### config.mk
export PLATFORM = sky130hd
export DESIGN_NAME = windowed_channel_sum_argmax
export DESIGN_NICKNAME = d
export VERILOG_FILES = /design/src/rtl/wcsa_pkg.sv /design/src/rtl/windowed_channel_sum_argmax.sv
export SDC_FILE = /design/constraint.sdc
export NUM_CORES = 2
export LEC_CHECK = 0
export ABC_AREA = 1
export ABC_CLOCK_PERIOD_IN_PS = 9300
export BUFFER_PORTS_ARGS = -buffer_cell sky130_fd_sc_hd__clkbuf_2
export CAP_MARGIN = 0
export CORE_MARGIN = 4
export CORE_UTILIZATION = 60
export CTS_CLUSTER_DIAMETER = 120
export DETAILED_ROUTE_END_ITERATION = 6
export GPL_ROUTABILITY_DRIVEN = 0
export PLACE_DENSITY_LB_ADDON = 0.25
export SYNTH_ARGS = -nofsm -noshare
export SYNTH_HDL_FRONTEND = slang
export SYNTH_SLANG_ARGS = --single-unit
### constraint.sdc
create_clock -name clk -period 9.3 [get_ports clk]
set_input_delay 1.395 -clock clk [delete_from_list [all_inputs] [get_ports clk]]
set_output_delay 1.395 -clock clk [all_outputs]
set_load 0.01 [all_outputs]
### src/rtl/wcsa_pkg.sv
// Types and constants of the windowed channel sum and selection block.
package wcsa_pkg;

  localparam int CH_W   = 5;
  localparam int SMP_W  = 16;
  localparam int SUM_W  = 36;
  localparam int WIN_W  = 19;
  localparam int CFG_IDX_W = 1;

  typedef logic signed [SUM_W-1:0] sum_t;
  typedef logic signed [SMP_W-1:0] smp_t;
  typedef logic        [WIN_W-1:0] win_t;
  typedef logic        [CH_W-1:0]  ch_t;

  // Configuration register indexes.
  localparam logic [CFG_IDX_W-1:0] CFG_WINDOW_STEPS     = 1'b0;
  localparam logic [CFG_IDX_W-1:0] CFG_SELECT_THRESHOLD = 1'b1;

  // Register reset values.
  localparam win_t WINDOW_STEPS_RST     = WIN_W'(400000);
  localparam sum_t SELECT_THRESHOLD_RST = SUM_W'(64'sd3932160000);

  // Saturation limits of a channel sum.
  localparam sum_t SUM_MAX = {1'b0, {(SUM_W-1){1'b1}}};
  localparam sum_t SUM_MIN = {1'b1, {(SUM_W-1){1'b0}}};

endpackage

### src/rtl/windowed_channel_sum_argmax.sv
// Top level of the windowed per-channel sum with threshold argmax selection.
//
// Input channel (in_*): one request carries one channel sample; in_tlast marks
// the last channel of a time step. Each channel's sum is kept over window_steps
// time steps. During the final step of a window every updated sum is compared
// with select_threshold and with the best sum so far; the earlier channel wins
// a tie. When the final step ends, one result request on out_* gives the
// winning channel plus one, or zero when no channel qualified, and all sums
// are cleared.
// Throughput is one request per cycle outside the stall below: the sum
// registers are read, added, saturated and compared combinationally between
// the input register and the sum and result registers, so equal channels back
// to back need no bypass. A result passes the input register, then the result
// register. When the receiver stalls, input is still taken until a step-ending
// request of a final step reaches the input register; that one waits for the
// output register to drain. Reset clears all sums, the step count and the best
// channel and loads the configuration reset values. Configuration writes
// (cfg_*) take effect at once; the user makes them while idle, not enforced.
module windowed_channel_sum_argmax
  import wcsa_pkg::*;
#(
  parameter int CHANNELS = 19
) (
  input  logic                 clk,
  input  logic                 rst_n,
  // Input requests.
  input  logic                 in_tvalid,
  output logic                 in_tready,
  input  logic [23:0]          in_tdata,   // [4:0] channel, [20:5] sample, [23:21] zero
  input  logic                 in_tlast,   // end_of_step
  // Result requests.
  output logic                 out_tvalid,
  input  logic                 out_tready,
  output logic [7:0]           out_tdata,  // [4:0] selected, [7:5] zero
  // Configuration writes.
  input  logic                 cfg_we,
  input  logic [CFG_IDX_W-1:0] cfg_index,
  input  logic [SUM_W-1:0]     cfg_wdata
);

  localparam int IDX_W = (CHANNELS > 1) ? $clog2(CHANNELS) : 1;

  // Configuration registers.
  win_t window_steps_r;
  sum_t threshold_r;

  always_ff @(posedge clk) begin
    if (!rst_n) begin
      window_steps_r <= WINDOW_STEPS_RST;
      threshold_r    <= SELECT_THRESHOLD_RST;
    end else if (cfg_we) begin
      unique case (cfg_index)
        CFG_WINDOW_STEPS:     window_steps_r <= cfg_wdata[WIN_W-1:0];
        CFG_SELECT_THRESHOLD: threshold_r    <= cfg_wdata;
        default: ;
      endcase
    end
  end

  // Input register stage.
  logic stage_v_r;
  ch_t  ch_r;
  smp_t smp_r;
  logic eos_r;

  logic stage_go;
  logic in_acc;

  assign in_acc = in_tvalid && in_tready;

  always_ff @(posedge clk) begin
    if (!rst_n) begin
      stage_v_r <= 1'b0;
    end else if (in_acc) begin
      stage_v_r <= 1'b1;
    end else if (stage_go) begin
      stage_v_r <= 1'b0;
    end
  end

  always_ff @(posedge clk) begin
    if (in_acc) begin
      ch_r  <= in_tdata[CH_W-1:0];
      smp_r <= in_tdata[CH_W+SMP_W-1:CH_W];
      eos_r <= in_tlast;
    end
  end

  // Window state.
  sum_t       sums_r [CHANNELS];
  win_t       step_cnt_r;
  sum_t       best_sum_r;
  ch_t        best_ch_r;

  // Final step decision: the window value zero behaves as one.
  logic [WIN_W:0] win_eff;
  logic [WIN_W:0] step_next;
  logic           final_step;

  assign win_eff    = (window_steps_r == '0) ? (WIN_W+1)'(1) : {1'b0, window_steps_r};
  assign step_next  = {1'b0, step_cnt_r} + (WIN_W+1)'(1);
  assign final_step = step_next >= win_eff;

  // Accumulate with saturation and compare against threshold and best.
  logic             in_range;
  logic [IDX_W-1:0] idx;
  sum_t             cur_sum;
  logic signed [SUM_W:0] wide_sum;
  sum_t             new_sum;
  logic             take_best;
  logic             emit;
  logic             out_free;

  assign in_range = ch_r < CH_W'(CHANNELS);
  assign idx      = ch_r[IDX_W-1:0];
  assign cur_sum  = in_range ? sums_r[idx] : '0;
  assign wide_sum = {cur_sum[SUM_W-1], cur_sum} + (SUM_W+1)'(smp_r);

  always_comb begin
    if (wide_sum[SUM_W] != wide_sum[SUM_W-1]) begin
      new_sum = wide_sum[SUM_W] ? SUM_MIN : SUM_MAX;
    end else begin
      new_sum = wide_sum[SUM_W-1:0];
    end
  end

  assign take_best = in_range && final_step && (new_sum > threshold_r)
                     && (new_sum > best_sum_r);
  assign emit      = eos_r && final_step;
  assign out_free  = !out_tvalid || out_tready;
  assign stage_go  = stage_v_r && (!emit || out_free);
  assign in_tready = !stage_v_r || stage_go;

  // Sum registers: updated per request, cleared when a window closes.
  always_ff @(posedge clk) begin
    if (!rst_n) begin
      for (int i = 0; i < CHANNELS; i++) begin
        sums_r[i] <= '0;
      end
    end else if (stage_go) begin
      if (emit) begin
        for (int i = 0; i < CHANNELS; i++) begin
          sums_r[i] <= '0;
        end
      end else if (in_range) begin
        sums_r[idx] <= new_sum;
      end
    end
  end

  // Step count and best-so-far tracking.
  always_ff @(posedge clk) begin
    if (!rst_n) begin
      step_cnt_r <= '0;
      best_sum_r <= '0;
      best_ch_r  <= '0;
    end else if (stage_go) begin
      if (emit) begin
        step_cnt_r <= '0;
        best_sum_r <= '0;
        best_ch_r  <= '0;
      end else begin
        if (eos_r) begin
          step_cnt_r <= step_next[WIN_W-1:0];
        end
        if (take_best) begin
          best_sum_r <= new_sum;
          best_ch_r  <= ch_r + CH_W'(1);
        end
      end
    end
  end

  // Result register.
  logic out_v_r;
  ch_t  sel_r;
  ch_t  sel_nxt;

  assign sel_nxt = take_best ? ch_r + CH_W'(1) : best_ch_r;

  always_ff @(posedge clk) begin
    if (!rst_n) begin
      out_v_r <= 1'b0;
    end else if (stage_go && emit) begin
      out_v_r <= 1'b1;
    end else if (out_tready) begin
      out_v_r <= 1'b0;
    end
  end

  always_ff @(posedge clk) begin
    if (stage_go && emit) begin
      sel_r <= sel_nxt;
    end
  end

  assign out_tvalid = out_v_r;
  assign out_tdata  = {3'b000, sel_r};

endmodule

Word level (Yosys, flattened, before mapping):

Memory sizes are Yosys's and may differ from the RTL's. A register that Yosys moved wholly into a read port is not among the register bits.
Index checks and enable logic that the tools add are counted.

* register bits: 144
* memories kept: 1
* bits in read-only memories: 0
* word-level logic and storage cells: 110
* latch bits: 0
* input bits: 67
* output and inout port bits: 10
* RAM bits: 684

* divide/modulo/power cells: 0
* bitwise operators: 20
* eq/ne operators: 1
* $mul: 0
* multiplexer cells: 47
* add/subtract/negate cells: 3
* reductions and logical operators: 23
* magnitude comparators: 4
* shift-type cells: 0

Memories
* sums_r: depth 19, width 36, read ports 1, clocked after Yosys merged registers in 1, wr ports 19, RTL line windowed_channel_sum_argmax.sv:90 `sum_t sums_r [CHANNELS];`

Operators by type and width (count)
* 2-to-1 mux 36 bit: 25
* > comparator 36 bit: 2
* 2-to-1 mux 19 bit: 3
* adder 36 x 16 -> 37 bit: 1
* OR reduction 36 bit: 1
* adder 19 x 1 -> 20 bit, second input constant: 1
* greater-or-equal comparator 20 x 19 -> 1 bit: 1
* 2-to-1 mux 5 bit: 4
* logical NOT 19 bit: 1
* bitwise OR 1 bit: 19
* 2-to-1 mux 1 bit: 15
* AND reduction 2 bit: 4
* nonzero test 2 bit: 4
* logical AND 1 bit: 7
* adder 5 x 1 -> 5 bit, second input constant: 1
* < comparator 5 bit, second input constant: 1
* logical NOT 1 bit: 3
* logical OR 1 bit: 3
* inequality test 1 bit: 1
* inverter 1 bit: 1

Logic depth before layout (Yosys ltp):

* depth in word-level cells: 12
* gate-level depth with buffers: 49
* depth with buffers taken out: 43

Worst setup path before layout:

OpenSTA, ideal clock, no wires.

* kind: reg-to-reg
* from: register step_cnt_r[0]
* to: memory sums_r[19][0] in the netlist's numbering (enable)
* required time: 8.781 ns
* arrival time: 6.192 ns
* period minus slack after synthesis: 6.712 ns
* path buffers: 0
* setup time: 0.519 ns
* cell stages (with the launch flop): 20
* setup slack: 2.588 ns
* cell sequence: dfxtp_1 -> ha_1 -> nand2_1 -> nor3b_1 -> nand3_1 -> nor3_1 -> nand3_1 -> xnor2_1 -> ha_1 -> inv_1 -> nor2_1 -> nor2_1 -> nand2_1 -> inv_1 -> nand2_1 -> nand2_1 -> nand2_2 -> nor2_4 -> nand2_4 -> nor4_1

RTL lines
* start: declaration: RTL line windowed_channel_sum_argmax.sv:91 `win_t step_cnt_r;`
* start signal: assignment: RTL line windowed_channel_sum_argmax.sv:164 `step_cnt_r <= step_next[WIN_W-1:0];`
* end: declaration: RTL line windowed_channel_sum_argmax.sv:90

==> flow_summary.toml <==
[synthesis]
synth_cells = 5680
yosysWarnings = 0
ys.flop_type = "edfxtp_1"
synthesis.area_mm2 = 0.0593
syn_area_per_cell_um2 = 10.4
seq_area_frac_synth = 0.638
ys_types = 42
synth-async-reset-ratio = 0
ys_ff_latch = 1301
synth-edff-count = 1179

[floorplanning]
num_rows = 115
die_h_um = 322
dieArea_mm2 = 0.104
core_area_mm2 = 0.0983
io-pin-count = 77
start_util = 0.603
die_x_um = 322

[power]
p_leak_nw = 26.2
peakVddDrop_uv = 264
total_power_mw = 19.7
p_per_area_mw_per_mm2 = 296

[sta]
hold_ws_ps = 463
rsz0062_at_grt = "false"
clock.fmax_ghz = 0.111
worst_slew_pin_slew_ps = 1210
layout_worst_path_cycle_share = 0.969
finalSetupViolations = 0
fin_tns_setup_ps = 0
drv_slew = 0
period_needed_ps = 9010
skew_ps = 32.2
relSlewSlack = 0.191
finalHoldViolCount = 0

[setup_path]
slowest_stage = "o311ai_0"
cp.required_ps = 9810
max_stage_delay_ps = 680
worstPathArrival_ps = 9510
path_common_cell = "nand2_1"
critPathCaptureType = "flop"
cp_max_fo = 110
worstSetupPathType = "flop to flop"
critPathLaunchType = "flop"

[place]
io_buffer_count = 70
dp_hpwl_um = 99100

[global_routing]
overflow = 0
antenna_found_initial = 8
grt_usage = 0.327
grt_pass1_vias = 43300
grt_start_max_net_pins = 159
grt_pass1_wl_um = 255000

[min_path]
hold_class = "flop to flop"

[final_layout]
final_cell_mix = "nor2_1 (1451), edfxtp_1 (1179), o21ai_0 (676), nand2_1 (443), conb_1 (435)"
finalNetCount = 6242
drive_above_1_share = 0.0785
area_growth_pct = 12.3
final_common_cell = "nor2_1"

[run_status]
violations = "design-rule violations"
outcome = "finished, violations left"

[route]
via_per_inst = 6.12
vias = 45400
dr.pass1.iters = 7
first_iter_violations = 6537
ant_nets = 0
routed_wl_um = 171000
detail_route.drc_violations = 5
wl_per_cell_um = 23.0

[clocking]
root_buffer = "clkbuf_16"
numCtsBuffers = 135
cts.clk_slew.worst_paths_ps = 60
cts.sinks = 1301
hold_buffers = 0
clk_latency_ps = 770
clockBufferDepth = 3
cts_max_level = 4
cts_tree = "done"

[run]
drv_cap = 0
==> state kept, by name, summed over array words and instances, names as in the netlist, 5 cells and up, named ones only <==
register        flops
step_cnt_r         19
best_sum_r         36
sums_r           1152
sel_r               5
window_steps_r     19
smp_r              16
threshold_r        36
ch_r                5
best_ch_r           5
==> power by group <==
group | switching (mW) | internal, mW
Combinational | 4.58 | 1.34
Clock | 2.24 | 3.02
Sequential | 0.298 | 8.25
Total | 7.11 | 12.6
==> worst paths after layout <==
kind	to	slack (ps)	depth (start not counted)	start
setup reg to reg	sel_r[4]	290	37	flop
hold / removal	threshold_r[12]	460	2	threshold_r[12]
setup / recovery	sel_r[4]	290	37	flop
hold reg to reg	threshold_r[12]	460	2	threshold_r[12]
==> metal layers <==
layer	global-route usage	wire length [um]
met3	0.0840	22800
met1	0.426	61100
met2	0.509	77400
met4	0.173	9250
met5	0	23
==> cell usage after synthesis (4+ instances only) <==
master / instances / area, um^2
buf_6: 36 / 405
o311ai_0: 15 / 131
clkbuf_1: 280 / 1050
a221oi_1: 9 / 78.8
nand2_4: 16 / 180
nand4_1: 8 / 50.1
a21o_1: 6 / 45.0
a31oi_1: 45 / 282
a21oi_1: 187 / 936
nand3_1: 259 / 1300
nor4_1: 4 / 25.0
o22ai_1: 73 / 457
o21ai_0: 676 / 3380
o221ai_1: 216 / 1890
dfxtp_1: 122 / 2440
inv_1: 289 / 1080
buf_2: 96 / 480
o211ai_1: 24 / 180
nand2_1: 463 / 1740
edfxtp_1: 1179 / 35400
clkinv_1: 7 / 26.3
buf_1: 15 / 56.3
nor3_1: 12 / 60.1
o21bai_1: 8 / 60.1
xnor2_1: 8 / 70.1
xor2_1: 11 / 96.3
nor2_1: 1452 / 5450
nand2_2: 4 / 25.0
o21a_1: 7 / 52.6
ha_1: 134 / 1680
==> area by class of cell <==
cell class | count | area, um^2
sequential | 1301 | 37900
fill | 7288 | 31700
multi-input combinational | 4086 | 20000
clock buffer | 170 | 3670
timing repair buffer | 219 | 1640
tap | 1287 | 1610
inverter | 297 | 1180
clock inverter | 67 | 586
antenna | 4 | 10.0
==> timing repair <==
| item | 4_1_cts | 5_1_grt |
|---|---|---|
| buffers inserted | 0 | 3 |
| resized for setup | 0 | 19 |
| endpoints found under the setup margin | 0 | 46 |
==> stage by stage <==
step	util	instance area [um^2]	std cells	worst slack (ps)
6_report	0.678	66600	7431	292
5_1_grt	0.678	66600	7430	3.77
4_1_cts	0.677	66500	7424	267
3_5_place_dp	0.633	62200	7187	405
3_3_place_gp	0.633	62200	7187	546
2_1_floorplan	-	60900	6114	2590
==> critical path, delay by kind of cell, from the launching register on <==
kind            cells  cell delay [ps]
simple gates       18             2250
compound gates      9             2570
flops               1              410
fa+ha+maj           3             1230
buf+inv             7             2160
==> cell families (layout without fill, tap and decap cells) <==
kind of cell / count (synthesis) / after routing / share of synthesized area
AO/OA/AOI/OAI: 1268 / 1268 / 0.127
XOR/XNOR: 19 / 19 / 0.00281
AND/OR/NAND/NOR: 2229 / 2229 / 0.151
buffers and inverters: 727 / 753 / 0.0528
flip-flops: 1301 / 1301 / 0.638
adder cells (fa/ha/maj): 135 / 135 / 0.0286
other: 1 / 439 / 0.0000632
(Power assumes the default switching activity.)
